--- config.mk ---
export PLATFORM = sky130hd
export DESIGN_NAME = cmm_ctrl
export DESIGN_NICKNAME = d
export VERILOG_FILES = /design/src/hw/rtl/cmm_pkg.sv /design/src/hw/rtl/cmm_ctrl.sv
export SDC_FILE = /design/constraint.sdc
export NUM_CORES = 1
export LEC_CHECK = 0
export CAP_MARGIN = 20
export CORE_ASPECT_RATIO = 1.2
export CORE_UTILIZATION = 40
export DETAILED_ROUTE_END_ITERATION = 12
export DONT_BUFFER_PORTS = 1
export PLACE_DENSITY = 0.53
export SLEW_MARGIN = 40
export SYNTH_ARGS = -nofsm -noshare
export SYNTH_HDL_FRONTEND = slang
export SYNTH_SLANG_ARGS = --single-unit
export TNS_END_PERCENT = 20
--- constraint.sdc ---
create_clock -name clk -period 4.19 [get_ports clk]
set_input_delay 0.6285 -clock clk [delete_from_list [all_inputs] [get_ports clk]]
set_output_delay 0.6285 -clock clk [all_outputs]
set_load 0.02 [all_outputs]
--- src/hw/rtl/cmm_pkg.sv ---
// ----------------------------------------------------------------------------
// cmm_pkg
// Shared types and constants for the complex matrix multiplier.
// ----------------------------------------------------------------------------
package cmm_pkg;
	localparam int CmmMaxN = 8;

	localparam logic [1:0] CMD_LOAD_A  = 2'd0;
	localparam logic [1:0] CMD_LOAD_B  = 2'd1;
	localparam logic [1:0] CMD_COMPUTE = 2'd2;

	// datapath commands from the controller
	typedef struct packed {
		logic clear;    // clear accumulators
		logic rd;       // issue a read of A/B entries
		logic mac_a;    // products of previous read valid
		logic out_load; // round/saturate into output register
	} cmm_cmd_t;

	typedef struct packed {
		logic out_full; // output register holds a transaction
		logic out_take; // output transaction accepted this cycle
	} cmm_sts_t;
endpackage

--- src/hw/rtl/cmm_ctrl.sv ---
// ----------------------------------------------------------------------------
// cmm_ctrl
// Controller: load counters, compute sequencer (i, j, k loops).
// ----------------------------------------------------------------------------
module cmm_ctrl #(
	parameter int MAX_N = cmm_pkg::CmmMaxN,
	parameter int IW    = $clog2(MAX_N*MAX_N),
	parameter int NW    = $clog2(MAX_N+1)
) (
	input  logic              clk,
	input  logic              arst_n,
	input  logic [3:0]        size_in_use,
	input  logic              in_valid,
	input  logic [1:0]        in_command,
	output logic              in_ready,
	output logic              wr_a,
	output logic              wr_b,
	output logic [IW-1:0]     wr_addr,
	output logic [IW-1:0]     rd_a_addr,
	output logic [IW-1:0]     rd_b_addr,
	output logic              last_tag,
	output cmm_pkg::cmm_cmd_t cmd,
	input  cmm_pkg::cmm_sts_t sts
);
	import cmm_pkg::*;

	localparam logic [1:0] ST_IDLE = 2'd0;
	localparam logic [1:0] ST_MAC  = 2'd1;
	localparam logic [1:0] ST_WAIT = 2'd2;
	localparam logic [1:0] ST_OUT  = 2'd3;

	localparam int TW = $clog2(MAX_N*MAX_N+1);

	logic [1:0]    state_q;
	logic [TW-1:0] a_cnt_q, b_cnt_q, total;
	logic [NW-1:0] n, i_q, j_q, k_q;
	logic          mac_s1, mac_s2;
	logic          acc;

	always_comb begin
		if (size_in_use == 4'd0) n = NW'(1);
		else if (32'(size_in_use) > MAX_N) n = NW'(MAX_N);
		else n = NW'(size_in_use);
	end
	assign total = TW'(n) * TW'(n);

	assign in_ready = (state_q == ST_IDLE);
	assign acc = in_valid && in_ready;
	assign wr_a = acc && in_command == CMD_LOAD_A && a_cnt_q < total;
	assign wr_b = acc && in_command == CMD_LOAD_B && b_cnt_q < total;
	assign wr_addr = (in_command == CMD_LOAD_A) ? IW'(a_cnt_q) : IW'(b_cnt_q);

	assign rd_a_addr = IW'(32'(i_q) * 32'(n) + 32'(k_q));
	assign rd_b_addr = IW'(32'(k_q) * 32'(n) + 32'(j_q));
	// element being loaded into the output register is the final one
	assign last_tag = (i_q == n - 1'b1) && (j_q == n - 1'b1);

	always_comb begin
		cmd = '0;
		cmd.clear = acc && in_command == CMD_COMPUTE;
		cmd.rd = (state_q == ST_MAC);
		cmd.mac_a = mac_s2;
		cmd.out_load = (state_q == ST_OUT) && (!sts.out_full || sts.out_take);
	end

	always_ff @(posedge clk or negedge arst_n) begin
		if (!arst_n) begin
			state_q <= ST_IDLE;
			a_cnt_q <= '0;
			b_cnt_q <= '0;
			i_q <= '0;
			j_q <= '0;
			k_q <= '0;
			mac_s1 <= 1'b0;
			mac_s2 <= 1'b0;
		end else begin
			mac_s1 <= cmd.rd;
			mac_s2 <= mac_s1;
			unique case (state_q)
				ST_IDLE: begin
					if (wr_a) a_cnt_q <= a_cnt_q + 1'b1;
					if (wr_b) b_cnt_q <= b_cnt_q + 1'b1;
					if (cmd.clear) begin
						a_cnt_q <= '0;
						b_cnt_q <= '0;
						i_q <= '0;
						j_q <= '0;
						k_q <= '0;
						state_q <= ST_MAC;
					end
				end
				ST_MAC: begin
					if (k_q == n - 1'b1) begin
						k_q <= '0;
						state_q <= ST_WAIT;
					end else k_q <= k_q + 1'b1;
				end
				ST_WAIT: if (!mac_s1 && !mac_s2) state_q <= ST_OUT;
				ST_OUT: begin
					if (cmd.out_load) begin
						if (j_q == n - 1'b1) begin
							j_q <= '0;
							if (i_q == n - 1'b1) state_q <= ST_IDLE;
							else begin
								i_q <= i_q + 1'b1;
								state_q <= ST_MAC;
							end
						end else begin
							j_q <= j_q + 1'b1;
							state_q <= ST_MAC;
						end
					end
				end
				default: state_q <= ST_IDLE;
			endcase
		end
	end
endmodule

==> flow_metrics.py, run 1 <==
metrics = {
    "synthesis": {
        "netlist_instances": 346,
        "async_reset_ff_share_pct": 100,
        "synth_edf_count": 0,
        "netlist_area_sq_mm": 0.00309,
        "syn_area_per_cell_sq_um": 8.93,
        "synth_fp_nets": 414,
        "ys_seq_area_share_pct": 24.3,
        "synth_cell_types": 43,
        "synthFlopType": "dfrtp_1",
        "synth_seq_cells": 30,
        "synth-warning-count": 0,
    },
    "pwr": {
        "p_comb_share_pct": 50.1,
        "ir_drop_mv": 0.236,
        "p_leak_nw": 1.84,
        "clock_power_share_pct": 19.2,
        "pwr_density_cell_mw_per_mm2": 441,
        "internal_power_uw": 837,
        "seq_power_share_pct": 30.7,
        "swShare_pct": 44.9,
        "switching_power_uw": 681,
    },
    "timing": {
        "post-route-min-period_ns": 4.13,
        "worst_slack_ns": 0.0578,
        "worstMarginPinSlew_ns": 0.662,
        "slew_headroom_pct": 55.4,
        "hold_viol": 0,
        "tns_ns": 0,
        "drv_slew": 0,
        "finalCritPeriodShare_pct": 98.6,
        "fin_skew_ns": 0.00737,
        "setup_viol": 0,
        "rsz0062_at_grt": "yes",
        "max_freq_ghz": 0.242,
    },
    "grt": {
        "grt_max_degree": 31,
        "grt-ovfl-total": 0,
        "antenna_found_initial": 0,
        "grtUsageMet3_pct": 3.64,
        "grt_pass1_wl_um": 12300,
        "grt_pass1_vias": 2566,
        "top_usage_layer": "met2",
        "use_met1_pct": 23.5,
        "grt_use_met2_pct": 36.3,
        "grt_usage_pct": 20.0,
    },
    "setup_path": {
        "crit_path_top_delay_cell": "fa_1",
        "cp-start-kind": "input port",
        "cp_data_arrival_time_ns": 3.50,
        "crit_family": "adder cells",
        "cp-startpoint": "size_in_use[2]",
        "cp.depth": 12,
        "path_max_fanout": 8,
        "required_ns": 3.56,
        "ff2ff_setup_slack_ns": 1.34,
        "crit_path_end": "rd_b_addr[5]",
        "path_cells": "nor2b_1 -> buf_4 -> and2_1 -> fa_1 -> inv_1 -> fa_1 -> fa_1 -> inv_1 -> ha_1 -> a21o_1 -> a21oi_2 -> xnor2_2",
        "max_stage_delay_ns": 0.51,
        "reg2reg_depth": 9,
        "crit_top_cell": "fa_1",
        "end_kind": "output pin",
        "timing_worst_setup_path_type": "in -> out",
        "cp_num_buf_inv": 3,
        "timing.rr.end": "b_cnt_q[3]",
        "r2r_start": "b_cnt_q[2]",
    },
    "die": {
        "die_area_sq_mm": 0.00808,
        "rows": 34,
        "die_w_um": 82.2,
        "core_area_sq_mm": 0.00736,
        "io_pins": 37,
        "die_h_um": 98.3,
        "initial_core_util_pct": 42.0,
    },
    "hold_path": {
        "hold_path_class": "in -> async",
    },
    "clock_tree": {
        "post_cts_resize_count": 0,
        "cts_sinks": 30,
        "clockBufferDepth": 2,
        "clock_latency_ns": 0.28,
        "cts_tree": "done",
        "cts.hold.buffers_added": 0,
        "post_cts_buffers": 0,
        "cts-root-buf": "clkbuf_8",
        "cts_buffers": 5,
        "cts_htree_levels": 2,
        "path_clk_slew_ns": 0.07,
    },
    "placed_design": {
        "portBuffers": 0,
        "pre_cts_ws_ns": 0.0130,
        "gp_congestion": 0.792,
        "hpwlAfterDp_um": 5550,
    },
    "route": {
        "dr.first_iter.drc_count": 72,
        "antenna_left": 0,
        "routedWlPerCell_um": 15.4,
        "vias": 2432,
        "viasPerCell": 5.33,
        "drc": 0,
        "dr.pass1.iters": 4,
        "wirelength_um": 7000,
    },
    "final_layout": {
        "layout-drive-gt1-share_pct": 12.6,
        "area_delta_synth_final_pct": 11.4,
        "antenna_cells": 0,
        "final_nets": 433,
    },
    "run_status": {
        "status": "finished clean",
    },
    "run": {
        "drv_cap": 0,
    },
}
==> layer usage <==
metal,wire (um),up-vias
met5,0,-
met4,78,0
met3,249,8
met2,3670,36
met1,3010,1167
li1,-,1221
==> stage by stage <==
stage | area [sq um] | hold WS (ns) | power [mW] | util [%] | std cells
final | 3440 | 0.0349 | 1.52 | 46.8 | 456
after global routing | 3440 | 0.0106 | 1.66 | 46.8 | 456
after CTS | 3440 | 0.0234 | 1.54 | 46.7 | 456
after detailed placement | 3330 | 0.334 | 1.24 | 45.3 | 448
after global placement | 3330 | 0.333 | 1.24 | 45.3 | 448
after floorplan | 3100 | 0.333 | 1.05 | - | 346
==> cell families (layout without fill, tap and decap cells) <==
logic type	count (synthesis)	in the layout	synth area share (%)
DFF	30	30	24.3
adders and majority gates	59	59	26.9
other	1	1	0.121
AOI/OAI and AO/OA	54	54	12.1
buffers and inverters	48	68	5.95
muxes	18	18	6.15
and+or+nand+nor	114	114	18.2
xor gates and xnor gates	22	22	6.23
==> Yosys cell counts, types with 2 or more instances <==
library cell	number	share of area [%]
nand4_1	6	1.2
inv_1	40	4.9
o21a_1	2	0.49
a31o_2	2	0.57
mux2i_1	10	3.2
nor2_1	15	1.8
mux2_2	8	2.9
xnor2_1	15	4.3
o221ai_1	2	0.57
or4_1	4	0.97
o21ai_0	15	2.4
nor3_1	5	0.81
nand3_1	12	1.9
xor2_1	7	2.0
nand2_1	41	5.0
a21o_1	5	1.2
a32o_1	2	0.65
nand2b_1	6	1.2
dfrtp_1	30	24
a21oi_1	14	2.3
and3_1	6	1.2
clkbuf_1	7	0.85
o21ba_2	2	0.65
and2_1	13	2.6
ha_1	44	18
nor2b_1	4	0.81
fa_1	13	8.4
==> placed cells by master (no fill, tap or decap), drive strengths merged, types with 7 or more instances in the layout <==
master,synthesis,routed
ha,44,44
nand2,41,41
inv,40,40
dfrtp,30,30
buf,1,20
nor2,15,15
o21ai,15,15
xnor2,15,15
a21oi,15,15
and2,13,13
fa,13,13
nand3,12,12
mux2i,10,10
mux2,8,8
xor2,7,7
==> layout make-up <==
| cell class | instances | area, sq um |
|---|---|---|
| timing repair buffer | 20 | 150 |
| sequential | 30 | 751 |
| multi-input combinational | 268 | 2170 |
| tap | 90 | 113 |
| fill | 748 | 3920 |
| clock buffer | 5 | 68.8 |
| inverter | 40 | 150 |
| clock inverter | 3 | 40.0 |
==> worst min-delay path by stage <==
stage                 endpoint  cells past startpoint  slack, ns   start
finish              a_cnt_q[4]                      0       0.03  arst_n
global route            j_q[3]                      0       0.01  arst_n
CTS                     j_q[1]                      0       0.02  arst_n
detailed placement  a_cnt_q[1]                      0       0.33  arst_n
global placement    a_cnt_q[1]                      0       0.33  arst_n
floorplan           a_cnt_q[0]                      0       0.33  arst_n
==> flip-flops by register name, summed over array words and instances, names as in the netlist <==
| name | cells |
|---|---|
| mac_s2 | 1 |
| k_q | 4 |
| state_q | 2 |
| b_cnt_q | 7 |
| i_q | 4 |
| a_cnt_q | 7 |
| j_q | 4 |
| mac_s1 | 1 |
==> power by group through the flow <==
| stage | Clock [mW] | Combinational, mW | Sequential [mW] |
|---|---|---|---|
| 2_1_floorplan | 0 | 0.603 | 0.444 |
| 3_3_place_gp | 0 | 0.765 | 0.474 |
| 3_5_place_dp | 0 | 0.764 | 0.475 |
| 4_1_cts | 0.299 | 0.772 | 0.469 |
| 5_1_grt | 0.313 | 0.870 | 0.482 |
| 6_report | 0.291 | 0.761 | 0.467 |
No activity file was read; power rests on OpenSTA's default activity.
==> run 2: changes to the inputs <==
--- a/config.mk
+++ b/config.mk
@@ -7,10 +7,10 @@
 export LEC_CHECK = 0
 export CAP_MARGIN = 20
 export CORE_ASPECT_RATIO = 1.2
-export CORE_UTILIZATION = 40
+export CORE_UTILIZATION = 37
 export DETAILED_ROUTE_END_ITERATION = 12
 export DONT_BUFFER_PORTS = 1
-export PLACE_DENSITY = 0.53
+export PLACE_DENSITY = 0.5
 export SLEW_MARGIN = 40
 export SYNTH_ARGS = -nofsm -noshare
 export SYNTH_HDL_FRONTEND = slang
==> constraint.sdc (replaced) <==
create_clock -name clk -period 4.19 [get_ports clk]
set_input_delay 0.6285 -clock clk [delete_from_list [all_inputs] [get_ports clk]]
set_output_delay 0.6285 -clock clk [all_outputs]
set_load 0.05 [all_outputs]
==> run 2 against run 1 <==
  * Die area grew 7.9%
  * Via count grew 0.82%
  * First-iteration DRC count decreased by 19%
  * Sequential cell count stayed put
  * Count of clock-buffer cells in the layout up 2
  * Final cell count grew 3.1%
  * Register-to-register slack about the same
  * Clock power grew 3%
  * Sequential share of layout area is 1.7 points lower
  * Wire length increased by 2.0%
==> flow_metrics.py, run 2 (synthesis results as in run 1) <==
metrics = {
    "run_status": {
        "status": "finished clean",
    },
    "timing": {
        "max_freq_ghz": 0.245,
        "slew_headroom_pct": 57.7,
        "drv_slew": 0,
        "finalCritPeriodShare_pct": 97.4,
        "worst_slack_ns": 0.110,
        "post-route-min-period_ns": 4.08,
        "hold_viol": 0,
        "fin_skew_ns": 0.00832,
        "rsz0062_at_grt": "no",
        "setup_viol": 0,
        "hold_ws_ns": 0.0184,
        "worstMarginPinSlew_ns": 0.634,
    },
    "die": {
        "rows": 36,
        "initial_core_util_pct": 38.1,
        "io_pins": 37,
        "die_h_um": 102,
        "core_area_sq_mm": 0.00811,
        "die_area_sq_mm": 0.00872,
        "die_w_um": 85.4,
    },
    "setup_path": {
        "timing.rr.end": "b_cnt_q[3]",
        "crit_top_cell": "fa_1",
        "crit_family": "adder cells",
        "path_max_fanout": 5,
        "end_kind": "output pin",
        "r2r_start": "b_cnt_q[2]",
        "crit_path_top_delay_cell": "fa_1",
        "path_cells": "nor2b_2 -> and2_1 -> fa_1 -> inv_2 -> fa_1 -> fa_1 -> inv_2 -> ha_4 -> a21o_1 -> a21oi_4 -> xnor2_4 -> buf_12",
        "timing_worst_setup_path_type": "in -> out",
        "cp-start-kind": "input port",
        "cp_num_buf_inv": 3,
        "ff2ff_setup_slack_ns": 1.34,
        "max_stage_delay_ns": 0.51,
        "required_ns": 3.56,
        "reg2reg_depth": 9,
        "cp_data_arrival_time_ns": 3.45,
    },
    "pwr": {
        "internal_power_uw": 911,
        "switching_power_uw": 905,
        "p_comb_share_pct": 57.0,
        "swShare_pct": 49.8,
        "ir_drop_mv": 0.269,
        "pwr_density_cell_mw_per_mm2": 485,
        "seq_power_share_pct": 26.5,
        "p_leak_nw": 1.93,
        "clock_power_share_pct": 16.5,
    },
    "final_layout": {
        "top_regs": "a_cnt_q x7, b_cnt_q x7",
        "n_fill_cell": 790,
        "stdcell_area_sq_mm": 0.00374,
        "instances_no_fill": 470,
        "multi_input_area_sq_mm": 0.00232,
        "antenna_cells": 0,
        "final_core_util_pct": 46.1,
        "final_common_cell": "ha_1",
        "area_delta_synth_final_pct": 21.1,
        "layout_common_cells": "ha_1 (42), nand2_1 (41), inv_1 (37)",
        "final_nets": 442,
        "layout-drive-gt1-share_pct": 18.9,
        "seq_area_sq_um": 752,
    },
    "route": {
        "vias": 2452,
        "dr.pass1.iters": 4,
        "antenna_left": 0,
        "drc": 0,
        "viasPerCell": 5.22,
        "wirelength_um": 7140,
        "dr.first_iter.drc_count": 58,
        "routedWlPerCell_um": 15.2,
    },
    "grt": {
        "grt_pass1_wl_um": 12000,
        "grt_usage_pct": 17.8,
        "grt_max_degree": 31,
        "grt-ovfl-total": 0,
        "grt_pass1_vias": 2512,
        "antenna_found_initial": 0,
    },
    "placed_design": {
        "hpwlAfterDp_um": 5770,
        "dp_cells": 462,
        "pre_cts_ws_ns": 0.0324,
        "dpl_cell_area_sq_mm": 0.00362,
        "portBuffers": 0,
        "gp_congestion": 0.807,
    },
    "run": {
        "drv_cap": 0,
    },
    "clock_tree": {
        "cts-root-buf": "clkbuf_8",
        "path_clk_slew_ns": 0.07,
        "cts_sinks": 30,
        "clockBufferDepth": 2,
        "cts_htree_levels": 2,
        "cts_buffers": 5,
        "cts.hold.buffers_added": 0,
        "clock_latency_ns": 0.30,
        "cts_tree": "done",
    },
    "hold_path": {
        "hold_path_class": "in -> async",
    },
}
==> run 2: cell count changes in the layout (fill, tap and decap cells not counted), sizes merged <==
cell / change
buf: +9
clkinv: -2
clkbuf: +2
==> run 2: layout make-up <==
cell class                 instances  share of cell area, %
clock buffer                       7                   2.04
clock inverter                     1                  0.803
inverter                          40                   4.01
multi-input combinational        268                   62.0
sequential                        30                   20.1
tap                               95                   3.18
timing repair buffer              29                   7.83
==> run 2: through the flow <==
step	TNS (ns)	power (mW)
2_1_floorplan	-0.0160	1.28
3_3_place_gp	0	1.51
3_5_place_dp	0	1.52
4_1_cts	0	1.83
5_1_grt	0	1.95
6_report	0	1.82
==> run 2: worst max-delay path by stage <==
stage / slack (ns) / startpoint / cells past startpoint / endpoint
finish: 0.11 / size_in_use[2] / 12 / rd_b_addr[5]
global route: 0.0006 / k_q[2] / 12 / rd_b_addr[5]
CTS: 0.03 / size_in_use[1] / 14 / rd_b_addr[5]
detailed placement: 0.03 / size_in_use[2] / 11 / rd_a_addr[5]
global placement: 0.04 / size_in_use[2] / 11 / rd_a_addr[5]
floorplan: -0.01 / size_in_use[3] / 12 / wr_b
==> run 2: what timing repair did <==
action                                  in CTS  in global routing
endpoints found under the setup margin       0                  5
gates resized for setup                      0                  8
buffers inserted                             0                  1
==> run 2: power by group through the flow <==
| stage | registers [mW] | logic, mW | clock network (mW) |
|---|---|---|---|
| after CTS | 0.484 | 1.04 | 0.308 |
| after global routing | 0.496 | 1.14 | 0.316 |
| final | 0.481 | 1.03 | 0.300 |
| after global placement | 0.488 | 1.02 | 0 |
| after detailed placement | 0.490 | 1.03 | 0 |
| after floorplan | 0.444 | 0.833 | 0 |
==> run 2: routing by layer <==
layer  vias to the layer above  GRT usage (%)  wire, um
met4                         0           8.21       201
met2                        37           31.8      3620
met1                      1175           21.1      3150
li1                       1228              -         -
met3                        12           2.91       170
met5                         -              0         0
